--- config.mk ---
export PLATFORM = sky130hd
export DESIGN_NAME = hill_cipher_2x2_mod26_unit
export DESIGN_NICKNAME = d
export VERILOG_FILES = /design/src/rtl/hc2_pkg.sv /design/src/rtl/hc2_front.sv /design/src/rtl/hc2_fifo.sv /design/src/rtl/hc2_keygen.sv /design/src/rtl/hc2_back.sv /design/src/rtl/hill_cipher_2x2_mod26_unit.sv
export SDC_FILE = /design/constraint.sdc
export NUM_CORES = 2
export LEC_CHECK = 0
export BUFFER_PORTS_ARGS = -buffer_cell sky130_fd_sc_hd__buf_2
export CORE_MARGIN = 2
export CORE_UTILIZATION = 38
export CTS_BUF_LIST = sky130_fd_sc_hd__clkbuf_4
export DETAILED_ROUTE_END_ITERATION = 10
export GPL_TIMING_DRIVEN = 1
export PLACE_DENSITY = 0.57
export SLEW_MARGIN = 20
export SYNTH_ARGS = -nofsm -noshare
export SYNTH_HDL_FRONTEND = slang
export SYNTH_SLANG_ARGS = --single-unit
--- constraint.sdc ---
create_clock -name clk -period 15 [get_ports clk]
set_clock_uncertainty 0.1 [all_clocks]
set_input_delay 0.75 -clock clk [delete_from_list [all_inputs] [get_ports clk]]
set_output_delay 0.75 -clock clk [all_outputs]
set_load 0.05 [all_outputs]
--- src/rtl/hc2_pkg.sv ---
// ----------------------------------------------------------------------------
// hc2_pkg
// Types, constants and small mod-26 helpers shared by the 2x2 Hill cipher.
// ----------------------------------------------------------------------------
package hc2_pkg;

  // Alphabet size, the pad letter X, and the width of one letter.
  localparam int unsigned LETTER_W = 5;
  localparam int unsigned PROD_W   = 2 * LETTER_W;
  localparam int unsigned SUM_W    = PROD_W + 1;
  localparam logic [LETTER_W-1:0] LETTERS    = 5'd26;
  localparam logic [LETTER_W-1:0] PAD_LETTER = 5'd23;

  // Key register reset values.
  localparam logic [LETTER_W-1:0] KEY00_RST = 5'd6;
  localparam logic [LETTER_W-1:0] KEY01_RST = 5'd24;
  localparam logic [LETTER_W-1:0] KEY10_RST = 5'd1;
  localparam logic [LETTER_W-1:0] KEY11_RST = 5'd13;

  typedef logic [LETTER_W-1:0] letter_t;

  // Configuration register indexes.
  typedef enum logic [2:0] {
    REG_KEY00 = 3'd0,
    REG_KEY01 = 3'd1,
    REG_KEY10 = 3'd2,
    REG_KEY11 = 3'd3,
    REG_MODE  = 3'd4
  } cfg_reg_t;

  // One letter pair waiting to be transformed.
  typedef struct packed {
    logic    last;
    letter_t p1;
    letter_t p0;
  } pair_t;

  // Working matrix handed from the key unit to the datapath.
  typedef struct packed {
    logic    ready;
    logic    err;
    letter_t m00;
    letter_t m01;
    letter_t m10;
    letter_t m11;
  } key_t;

  // Reduce a 5-bit value into 0..25 with one compare and subtract.
  function automatic letter_t red_letter(input letter_t v);
    return (v >= LETTERS) ? letter_t'(v - LETTERS) : v;
  endfunction

  // Value mod 26 for an 11-bit value: reciprocal multiply, then subtract q*26.
  // The reciprocal 2521/65536 is exact enough over the whole 11-bit range.
  function automatic letter_t mod26(input logic [SUM_W-1:0] v);
    logic [SUM_W+11:0] prod;
    logic [6:0]        q;
    logic [SUM_W-1:0]  qw;
    logic [SUM_W-1:0]  qm;
    logic [SUM_W-1:0]  r;
    prod = {12'd0, v} * 23'd2521;
    q    = prod[22:16];
    qw   = {4'd0, q};
    qm   = (qw << 4) + (qw << 3) + (qw << 1);
    r    = v - qm;
    return r[LETTER_W-1:0];
  endfunction

  // Multiplicative inverse modulo 26, zero when none exists.
  function automatic letter_t inv26(input letter_t v);
    letter_t r;
    unique case (v)
      5'd1:    r = 5'd1;
      5'd3:    r = 5'd9;
      5'd5:    r = 5'd21;
      5'd7:    r = 5'd15;
      5'd9:    r = 5'd3;
      5'd11:   r = 5'd19;
      5'd15:   r = 5'd7;
      5'd17:   r = 5'd23;
      5'd19:   r = 5'd11;
      5'd21:   r = 5'd5;
      5'd23:   r = 5'd17;
      5'd25:   r = 5'd25;
      default: r = 5'd0;
    endcase
    return r;
  endfunction

endpackage

--- src/rtl/hc2_front.sv ---
// ----------------------------------------------------------------------------
// hc2_front
// Accepts letters, pairs them up and pads a lone final letter with X.
// ----------------------------------------------------------------------------
module hc2_front (
  input  logic              clk,
  input  logic              rst_n,
  input  logic              in_tvalid,
  output logic              in_tready,
  input  logic [7:0]        in_tdata,   // [4:0] in_letter, [7:5] zero
  input  logic              in_tlast,   // in_last
  input  logic              q_full,
  output logic              push,
  output hc2_pkg::pair_t    push_pair
);
  import hc2_pkg::*;

  letter_t held_r, held_nxt;
  logic    holding_r, holding_nxt;
  letter_t letter;
  logic    accept;

  // Take a letter whenever the queue has room.
  assign in_tready = ~q_full;
  assign accept    = in_tvalid & in_tready;
  assign letter    = red_letter(in_tdata[LETTER_W-1:0]);

  // A pair is complete on a second letter or on a lone final letter.
  assign push = accept & (holding_r | in_tlast);

  always_comb begin
    if (holding_r) begin
      push_pair = '{last: in_tlast, p1: letter, p0: held_r};
    end else begin
      push_pair = '{last: 1'b1, p1: PAD_LETTER, p0: letter};
    end
  end

  // Track the first letter of an open pair.
  always_comb begin
    held_nxt    = held_r;
    holding_nxt = holding_r;
    if (accept) begin
      if (holding_r) begin
        held_nxt    = '0;
        holding_nxt = 1'b0;
      end else if (!in_tlast) begin
        held_nxt    = letter;
        holding_nxt = 1'b1;
      end
    end
  end

  always_ff @(posedge clk) begin
    if (!rst_n) begin
      held_r    <= '0;
      holding_r <= 1'b0;
    end else begin
      held_r    <= held_nxt;
      holding_r <= holding_nxt;
    end
  end

endmodule

--- src/rtl/hc2_fifo.sv ---
// ----------------------------------------------------------------------------
// hc2_fifo
// Short queue of letter pairs between the front end and the datapath.
// ----------------------------------------------------------------------------
module hc2_fifo #(
  parameter int unsigned DEPTH = 4
) (
  input  logic           clk,
  input  logic           rst_n,
  input  logic           push,
  input  hc2_pkg::pair_t push_pair,
  output logic           full,
  input  logic           pop,
  output logic           valid,
  output hc2_pkg::pair_t head
);
  import hc2_pkg::*;

  localparam int unsigned PTR_W = (DEPTH > 1) ? $clog2(DEPTH) : 1;
  localparam int unsigned CNT_W = $clog2(DEPTH + 1);
  localparam logic [PTR_W-1:0] LAST_PTR = PTR_W'(DEPTH - 1);
  localparam logic [CNT_W-1:0] FULL_CNT = CNT_W'(DEPTH);

  pair_t            mem_r [DEPTH];
  logic [PTR_W-1:0] wr_ptr_r, wr_ptr_nxt;
  logic [PTR_W-1:0] rd_ptr_r, rd_ptr_nxt;
  logic [CNT_W-1:0] count_r, count_nxt;

  assign full  = (count_r == FULL_CNT);
  assign valid = (count_r != '0);
  assign head  = mem_r[rd_ptr_r];

  // Pointer and occupancy update.
  always_comb begin
    wr_ptr_nxt = wr_ptr_r;
    rd_ptr_nxt = rd_ptr_r;
    count_nxt  = count_r;
    if (push) begin
      wr_ptr_nxt = (wr_ptr_r == LAST_PTR) ? '0 : wr_ptr_r + 1'b1;
    end
    if (pop) begin
      rd_ptr_nxt = (rd_ptr_r == LAST_PTR) ? '0 : rd_ptr_r + 1'b1;
    end
    if (push && !pop) begin
      count_nxt = count_r + 1'b1;
    end else if (pop && !push) begin
      count_nxt = count_r - 1'b1;
    end
  end

  always_ff @(posedge clk) begin
    if (!rst_n) begin
      wr_ptr_r <= '0;
      rd_ptr_r <= '0;
      count_r  <= '0;
    end else begin
      wr_ptr_r <= wr_ptr_nxt;
      rd_ptr_r <= rd_ptr_nxt;
      count_r  <= count_nxt;
    end
  end

  // Storage needs no reset.
  always_ff @(posedge clk) begin
    if (push) begin
      mem_r[wr_ptr_r] <= push_pair;
    end
  end

endmodule

--- src/rtl/hc2_keygen.sv ---
// ----------------------------------------------------------------------------
// hc2_keygen
// Holds the key and mode registers and derives the working matrix in four
// registered steps: products, determinant inverse, scaled adjugate, mod 26.
// ----------------------------------------------------------------------------
module hc2_keygen (
  input  logic        clk,
  input  logic        rst_n,
  input  logic        cfg_we,
  input  logic [2:0]  cfg_index,
  input  logic [4:0]  cfg_wdata,
  output hc2_pkg::key_t key
);
  import hc2_pkg::*;

  // Cycles from a register change until the matrix reflects it.
  localparam logic [2:0] SETTLE = 3'd4;

  letter_t k00_r, k01_r, k10_r, k11_r;
  logic    mode_r;
  logic [2:0] settle_r;

  // Step 1: reduced keys and determinant products.
  letter_t           s1_a_r, s1_b_r, s1_c_r, s1_d_r;
  logic [PROD_W-1:0] s1_ad_r, s1_bc_r;
  logic              s1_mode_r;
  letter_t           ra, rb, rc, rd;

  // Step 2: determinant inverse and negated off-diagonal terms.
  letter_t           s2_a_r, s2_b_r, s2_c_r, s2_d_r;
  letter_t           s2_nb_r, s2_nc_r, s2_dinv_r;
  logic              s2_mode_r;
  logic [SUM_W-1:0]  det_sum;

  // Step 3: adjugate scaled by the inverse.
  letter_t           s3_a_r, s3_b_r, s3_c_r, s3_d_r;
  logic [PROD_W-1:0] s3_p00_r, s3_p01_r, s3_p10_r, s3_p11_r;
  logic              s3_mode_r, s3_err_r;

  // Step 4: final matrix.
  letter_t m00_r, m01_r, m10_r, m11_r;
  logic    err_r;

  // Configuration registers and the settle counter.
  always_ff @(posedge clk) begin
    if (!rst_n) begin
      k00_r    <= KEY00_RST;
      k01_r    <= KEY01_RST;
      k10_r    <= KEY10_RST;
      k11_r    <= KEY11_RST;
      mode_r   <= 1'b0;
      settle_r <= SETTLE;
    end else if (cfg_we) begin
      settle_r <= SETTLE;
      unique case (cfg_reg_t'(cfg_index))
        REG_KEY00: k00_r  <= cfg_wdata;
        REG_KEY01: k01_r  <= cfg_wdata;
        REG_KEY10: k10_r  <= cfg_wdata;
        REG_KEY11: k11_r  <= cfg_wdata;
        REG_MODE:  mode_r <= cfg_wdata[0];
        default: ;
      endcase
    end else if (settle_r != '0) begin
      settle_r <= settle_r - 1'b1;
    end
  end

  assign ra = red_letter(k00_r);
  assign rb = red_letter(k01_r);
  assign rc = red_letter(k10_r);
  assign rd = red_letter(k11_r);

  // Adding 676 keeps the determinant difference non-negative.
  assign det_sum = {1'b0, s1_ad_r} + SUM_W'(676) - {1'b0, s1_bc_r};

  // Derivation pipeline runs every cycle from the current registers.
  always_ff @(posedge clk) begin
    s1_a_r    <= ra;
    s1_b_r    <= rb;
    s1_c_r    <= rc;
    s1_d_r    <= rd;
    s1_ad_r   <= {5'd0, ra} * {5'd0, rd};
    s1_bc_r   <= {5'd0, rb} * {5'd0, rc};
    s1_mode_r <= mode_r;

    s2_a_r    <= s1_a_r;
    s2_b_r    <= s1_b_r;
    s2_c_r    <= s1_c_r;
    s2_d_r    <= s1_d_r;
    s2_nb_r   <= (s1_b_r == '0) ? '0 : letter_t'(LETTERS - s1_b_r);
    s2_nc_r   <= (s1_c_r == '0) ? '0 : letter_t'(LETTERS - s1_c_r);
    s2_dinv_r <= inv26(mod26(det_sum));
    s2_mode_r <= s1_mode_r;

    s3_a_r    <= s2_a_r;
    s3_b_r    <= s2_b_r;
    s3_c_r    <= s2_c_r;
    s3_d_r    <= s2_d_r;
    s3_p00_r  <= {5'd0, s2_d_r}  * {5'd0, s2_dinv_r};
    s3_p01_r  <= {5'd0, s2_nb_r} * {5'd0, s2_dinv_r};
    s3_p10_r  <= {5'd0, s2_nc_r} * {5'd0, s2_dinv_r};
    s3_p11_r  <= {5'd0, s2_a_r}  * {5'd0, s2_dinv_r};
    s3_mode_r <= s2_mode_r;
    s3_err_r  <= s2_mode_r & (s2_dinv_r == '0);

    m00_r <= s3_mode_r ? mod26({1'b0, s3_p00_r}) : s3_a_r;
    m01_r <= s3_mode_r ? mod26({1'b0, s3_p01_r}) : s3_b_r;
    m10_r <= s3_mode_r ? mod26({1'b0, s3_p10_r}) : s3_c_r;
    m11_r <= s3_mode_r ? mod26({1'b0, s3_p11_r}) : s3_d_r;
    err_r <= s3_err_r;
  end

  assign key = '{ready: (settle_r == '0), err: err_r,
                 m00: m00_r, m01: m01_r, m10: m10_r, m11: m11_r};

endmodule

--- src/rtl/hc2_back.sv ---
// ----------------------------------------------------------------------------
// hc2_back
// Transforms queued pairs: multiply stage, sum and mod-26 stage, then an
// output register that emits the two letters of each pair in turn.
// ----------------------------------------------------------------------------
module hc2_back (
  input  logic           clk,
  input  logic           rst_n,
  input  logic           q_valid,
  input  hc2_pkg::pair_t q_head,
  output logic           pop,
  input  hc2_pkg::key_t  key,
  output logic           out_tvalid,
  input  logic           out_tready,
  output logic [7:0]     out_tdata,  // [4:0] out_letter, [7:5] zero
  output logic           out_tlast,  // out_last
  output logic           out_tuser   // key_error
);
  import hc2_pkg::*;

  // Multiply stage.
  logic              s1_v_r;
  logic [PROD_W-1:0] s1_p00_r, s1_p01_r, s1_p10_r, s1_p11_r;
  letter_t           s1_l0_r, s1_l1_r;
  logic              s1_last_r, s1_err_r;

  // Sum and reduce stage.
  logic    s2_v_r;
  letter_t s2_c0_r, s2_c1_r;
  logic    s2_last_r, s2_err_r;

  // Output register.
  logic    buf_v_r, buf_v_nxt;
  logic    phase_r, phase_nxt;
  letter_t buf_c0_r, buf_c1_r;
  logic    buf_last_r, buf_err_r;

  logic s1_ready, s2_ready, buf_load;
  logic out_accept;

  // The output register frees once the second letter is taken.
  assign out_accept = out_tvalid & out_tready;
  assign buf_load   = ~buf_v_r | (phase_r & out_tready);
  assign s2_ready   = ~s2_v_r | buf_load;
  assign s1_ready   = ~s1_v_r | s2_ready;
  assign pop        = q_valid & key.ready & s1_ready;

  // Stage valid bits.
  always_ff @(posedge clk) begin
    if (!rst_n) begin
      s1_v_r <= 1'b0;
      s2_v_r <= 1'b0;
    end else begin
      if (s1_ready) begin
        s1_v_r <= pop;
      end
      if (s2_ready) begin
        s2_v_r <= s1_v_r;
      end
    end
  end

  // Products of the matrix and the pair.
  always_ff @(posedge clk) begin
    if (s1_ready) begin
      s1_p00_r  <= {5'd0, key.m00} * {5'd0, q_head.p0};
      s1_p01_r  <= {5'd0, key.m01} * {5'd0, q_head.p1};
      s1_p10_r  <= {5'd0, key.m10} * {5'd0, q_head.p0};
      s1_p11_r  <= {5'd0, key.m11} * {5'd0, q_head.p1};
      s1_l0_r   <= q_head.p0;
      s1_l1_r   <= q_head.p1;
      s1_last_r <= q_head.last;
      s1_err_r  <= key.err;
    end
  end

  // Row sums reduced mod 26; a bad key passes the letters through.
  always_ff @(posedge clk) begin
    if (s2_ready) begin
      s2_c0_r   <= s1_err_r ? s1_l0_r : mod26({1'b0, s1_p00_r} + {1'b0, s1_p01_r});
      s2_c1_r   <= s1_err_r ? s1_l1_r : mod26({1'b0, s1_p10_r} + {1'b0, s1_p11_r});
      s2_last_r <= s1_last_r;
      s2_err_r  <= s1_err_r;
    end
  end

  // Serializer control: first letter, then second.
  always_comb begin
    buf_v_nxt = buf_v_r;
    phase_nxt = phase_r;
    if (buf_load) begin
      buf_v_nxt = s2_v_r;
      phase_nxt = 1'b0;
    end else if (out_accept) begin
      phase_nxt = 1'b1;
    end
  end

  always_ff @(posedge clk) begin
    if (!rst_n) begin
      buf_v_r <= 1'b0;
      phase_r <= 1'b0;
    end else begin
      buf_v_r <= buf_v_nxt;
      phase_r <= phase_nxt;
    end
  end

  always_ff @(posedge clk) begin
    if (buf_load) begin
      buf_c0_r   <= s2_c0_r;
      buf_c1_r   <= s2_c1_r;
      buf_last_r <= s2_last_r;
      buf_err_r  <= s2_err_r;
    end
  end

  assign out_tvalid = buf_v_r;
  assign out_tdata  = {3'd0, phase_r ? buf_c1_r : buf_c0_r};
  assign out_tlast  = phase_r & buf_last_r;
  assign out_tuser  = buf_err_r;

endmodule

--- src/rtl/hill_cipher_2x2_mod26_unit.sv ---
// ----------------------------------------------------------------------------
// hill_cipher_2x2_mod26_unit
// 2x2 Hill cipher over the letters 0..25, encrypt or decrypt.
// ----------------------------------------------------------------------------
// Letters enter on the in_ stream, one per item, with in_tlast on the final
// letter of a message. Letters are paired; a lone final letter is padded with
// X. Each pair leaves on the out_ stream as two items, first then second,
// with out_tlast on the second item of the final pair and out_tuser set when
// decrypting with a key whose determinant has no inverse mod 26 (the letters
// then pass through unchanged).
// Registers are written on the cfg_ port: index 0..3 are the key entries by
// row, index 4 selects decrypt. The working matrix is derived in a four-step
// key pipeline; after reset or a register write, pairs wait until it settles.
// Throughput is one letter per cycle in and out unless the receiver stalls or
// the key is settling. The item that completes a pair passes through the pair
// queue, then the multiply, reduce and output register stages, to the output.
// A stalled receiver holds the output register; the pair queue keeps taking
// letters until it fills, then in_tready drops. Reset clears all control
// state and restores the default key.
// ----------------------------------------------------------------------------
module hill_cipher_2x2_mod26_unit #(
  parameter int unsigned QUEUE_DEPTH = 4
) (
  input  logic       clk,
  input  logic       rst_n,
  input  logic       in_tvalid,
  output logic       in_tready,
  input  logic [7:0] in_tdata,   // [4:0] in_letter, [7:5] zero
  input  logic       in_tlast,   // in_last
  output logic       out_tvalid,
  input  logic       out_tready,
  output logic [7:0] out_tdata,  // [4:0] out_letter, [7:5] zero
  output logic       out_tlast,  // out_last
  output logic       out_tuser,  // key_error
  input  logic       cfg_we,
  input  logic [2:0] cfg_index,
  input  logic [4:0] cfg_wdata
);
  import hc2_pkg::*;

  logic  push, pop, q_full, q_valid;
  pair_t push_pair, q_head;
  key_t  key;

  hc2_front u_front (
    .clk       (clk),
    .rst_n     (rst_n),
    .in_tvalid (in_tvalid),
    .in_tready (in_tready),
    .in_tdata  (in_tdata),
    .in_tlast  (in_tlast),
    .q_full    (q_full),
    .push      (push),
    .push_pair (push_pair)
  );

  hc2_fifo #(
    .DEPTH (QUEUE_DEPTH)
  ) u_fifo (
    .clk       (clk),
    .rst_n     (rst_n),
    .push      (push),
    .push_pair (push_pair),
    .full      (q_full),
    .pop       (pop),
    .valid     (q_valid),
    .head      (q_head)
  );

  hc2_keygen u_keygen (
    .clk       (clk),
    .rst_n     (rst_n),
    .cfg_we    (cfg_we),
    .cfg_index (cfg_index),
    .cfg_wdata (cfg_wdata),
    .key       (key)
  );

  hc2_back u_back (
    .clk        (clk),
    .rst_n      (rst_n),
    .q_valid    (q_valid),
    .q_head     (q_head),
    .pop        (pop),
    .key        (key),
    .out_tvalid (out_tvalid),
    .out_tready (out_tready),
    .out_tdata  (out_tdata),
    .out_tlast  (out_tlast),
    .out_tuser  (out_tuser)
  );

endmodule

==> flow_summary_export.csv <==
group,metric,value,unit
placed_design,hpwl,49300,um
sta,worstMarginPinSlew,0.948,ns
die,start_util,38.5,%
detailed_routing,routed_wl,59300,um
detailed_routing,drcViolationCount,0,
die,pin_count,34,
setup_path,cp.arrival,10.12,ns
detailed_routing,firstDrtPassIters,5,
global_route,antenna_found_initial,3,
clock_network,root_buffer,"clkbuf_4",
setup_path,cp_common_cell,"ha_1",
die,die_h,298,um
yosys,synth_seq_area_share,23.3,%
yosys,synth.distinct_cells,77,
yosys,syn_inst,3169,
yosys,yosys_warnings,0,
clock_network,cts_sinks,323,
yosys,yosys_most_used_dff,"dfxtp_1",
detailed_routing,drt_iter0_markers,729,
die,fp-row-count,107,
die,fp.dieArea,89000,um^2
layout,nNetsFinal,4283,
clock_network,htree_levels,3,
yosys,synthArstFlopShare,0,%
setup_path,cp_max_fo,8,
global_route,grt_pass1_vias,21500,
detailed_routing,via_count,20500,
setup_path,path_class,"reg2reg",
setup_path,critPathLaunchType,"flip-flop",
setup_path,critPathBufInv,5,
clock_network,cts_hold_buffers,0,
min_path,hold_class,"in2reg",
clock_network,clk_path_buf_depth,3,
global_route,grt_max_degree,54,
sta,setup-violations-final,0,
sta,hold_viol,0,
sta,min_period,9.56,ns
run,maxCapViolations,0,
sta,slew_viol_final,0,
setup_path,crit_path_top_delay_cell,"fa_1",
yosys,synth-edff-count,120,
global_route,track_usage,14.0,%
setup_path,cp.required,15.56,ns
run_status,outcome,"finished, final reports clean",
yosys,syn_area,32900,um^2
global_route,grt_pass1_wl,103000,um
clock_network,post_cts_buffers,0,
sta,fmax,0.105,GHz
layout,syn2layout_area_growth,7.74,%
yosys,ys_ff_latch,323,
setup_path,slowest_delay,0.54,ns
setup_path,cp_top_family,"adder cells",
detailed_routing,ant_nets,0,
detailed_routing,wl_per_cell,13.3,um
clock_network,tritoncts,"built",
sta,rsz0062_at_grt,"false",
sta,setup_tns,0,ns
placed_design,gp_congestion,0.789,
yosys,syn_avg_cell_area,10.4,um^2
die,fp.dieW,298,um
layout,drive_gt1_share,6.73,%
placed_design,portBuffers,27,
detailed_routing,viasPerCell,4.60,
sta,max_slew_margin,36.3,%
clock_network,cts.repair.resized,0,
die,core,85500,um^2
clock_network,cts_buffers,85,
setup_path,end_kind,"flip-flop",
global_route,overflow,0,
clock_network,path_clk_slew,0.06,ns
layout,num-fill-cells,8439,
clock_network,clk_latency,0.80,ns
sta,fin_crit_sh,63.7,%
## logic make-up after synthesis
group | after synthesis | synth area share (%)
adders and majority gates | 1008 | 45.7
buffers and inverters | 715 | 8.18
xor gates and xnor gates | 192 | 5.42
DFF | 323 | 23.3
and+or+nand+nor | 511 | 8.06
AOI/OAI and AO/OA | 365 | 7.20
other | 1 | 0.0114
muxes | 54 | 2.14
## layout make-up
cell class | instances | area, um^2 | share of cell area (%)
Multi-Input combinational cell | 2133 | 22600 | 63.6
Sequential cell | 323 | 7670 | 21.6
Clock inverter | 26 | 136 | 0.384
Clock buffer | 123 | 923 | 2.60
Antenna cell | 4 | 10.0 | 0.0282
Inverter | 675 | 2530 | 7.14
Timing Repair Buffer | 35 | 195 | 0.550
Tap cell | 1144 | 1430 | 4.03
## sequential cells by signal, indices dropped and copies added, names as in the netlist, 10 cells and up, named ones only
signal / cells
u_fifo.mem_r: 44
u_back.s1_p00_r: 10
u_back.s1_p01_r: 10
u_back.s1_p10_r: 10
u_back.s1_p11_r: 10
u_keygen.s1_ad_r: 10
u_keygen.s1_bc_r: 10
u_keygen.s3_p00_r: 10
u_keygen.s3_p01_r: 10
u_keygen.s3_p10_r: 10
u_keygen.s3_p11_r: 10
## placed cells by master, fill, tap and decap left out, types with 6 or more instances in the layout
cell type	instances
xnor2_1	139
clkbuf_4	123
nand2b_1	9
o211ai_1	14
xor2_1	46
nor3_1	23
buf_2	27
a21o_1	47
nor2_1	76
fa_1	325
mux2i_1	23
a21oi_1	130
or2_2	7
a211oi_1	9
nor3b_1	6
clkinv_1	18
dfxtp_1	202
o31ai_1	12
nand3_1	14
o21ai_0	49
buf_4	8
nor2b_1	33
and2_1	160
mux2_2	20
edfxtp_1	120
mux4_2	11
and3_1	8
ha_1	683
o21bai_1	42
nand2_1	145
o21a_1	12
inv_1	674
## stage by stage
step	hold WS, ns	instances	cell area [um^2]	util, %	setup WS, ns
2_1_floorplan	0.210	3171	32900	-	5.94
3_3_place_gp	0.211	4310	34400	40.2	5.43
3_5_place_dp	0.212	4310	34400	40.2	5.36
4_1_cts	0.0807	4459	35500	41.5	5.33
5_1_grt	0.127	4462	35500	41.5	4.71
6_report	0.183	4463	35500	41.5	5.44
## tightest hold or removal path, cell delays in order
cell,delay [ns]
buf_2,0.13
nand2_1,0.06
o211ai_1,0.08
## worst paths after layout
path,start,slack [ns],cells past startpoint,end
setup / recovery,u_keygen.s1_ad_r[2],5.44,38,u_keygen.s2_dinv_r[2]
hold / removal,cfg_wdata[1],0.18,3,u_keygen.k00_r[1]
setup reg to reg,u_keygen.s1_ad_r[2],5.44,38,u_keygen.s2_dinv_r[2]
hold reg to reg,u_keygen.s1_d_r[3],0.23,0,u_keygen.s2_d_r[3]
## Yosys cell counts, types with 34 or more instances
cell,count,share of area (%)
inv_1,674,7.7
edfxtp_1,120,11
and2_1,160,3.0
fa_1,325,20
ha_1,683,26
nor2_1,76,0.87
dfxtp_1,203,12
nand2_1,145,1.7
o21ai_0,49,0.74
clkbuf_1,34,0.39
xor2_1,46,1.2
o21bai_1,42,0.96
xnor2_1,139,3.7
a21o_1,47,1.1
a21oi_1,130,2.0
## routing by layer
| layer | share of wire, % | track usage [%] | vias up |
|---|---|---|---|
| li1 | - | - | 10600 |
| met1 | 50 | 19.4 | 9697 |
| met2 | 45 | 23.0 | 197 |
| met3 | 2.4 | 2.00 | 79 |
| met4 | 1.8 | 3.51 | 0 |
| met5 | 0 | 0 | - |
Power is not shown: default switching activity piles up to over one toggle a cycle in this logic, so the estimate is an artifact.
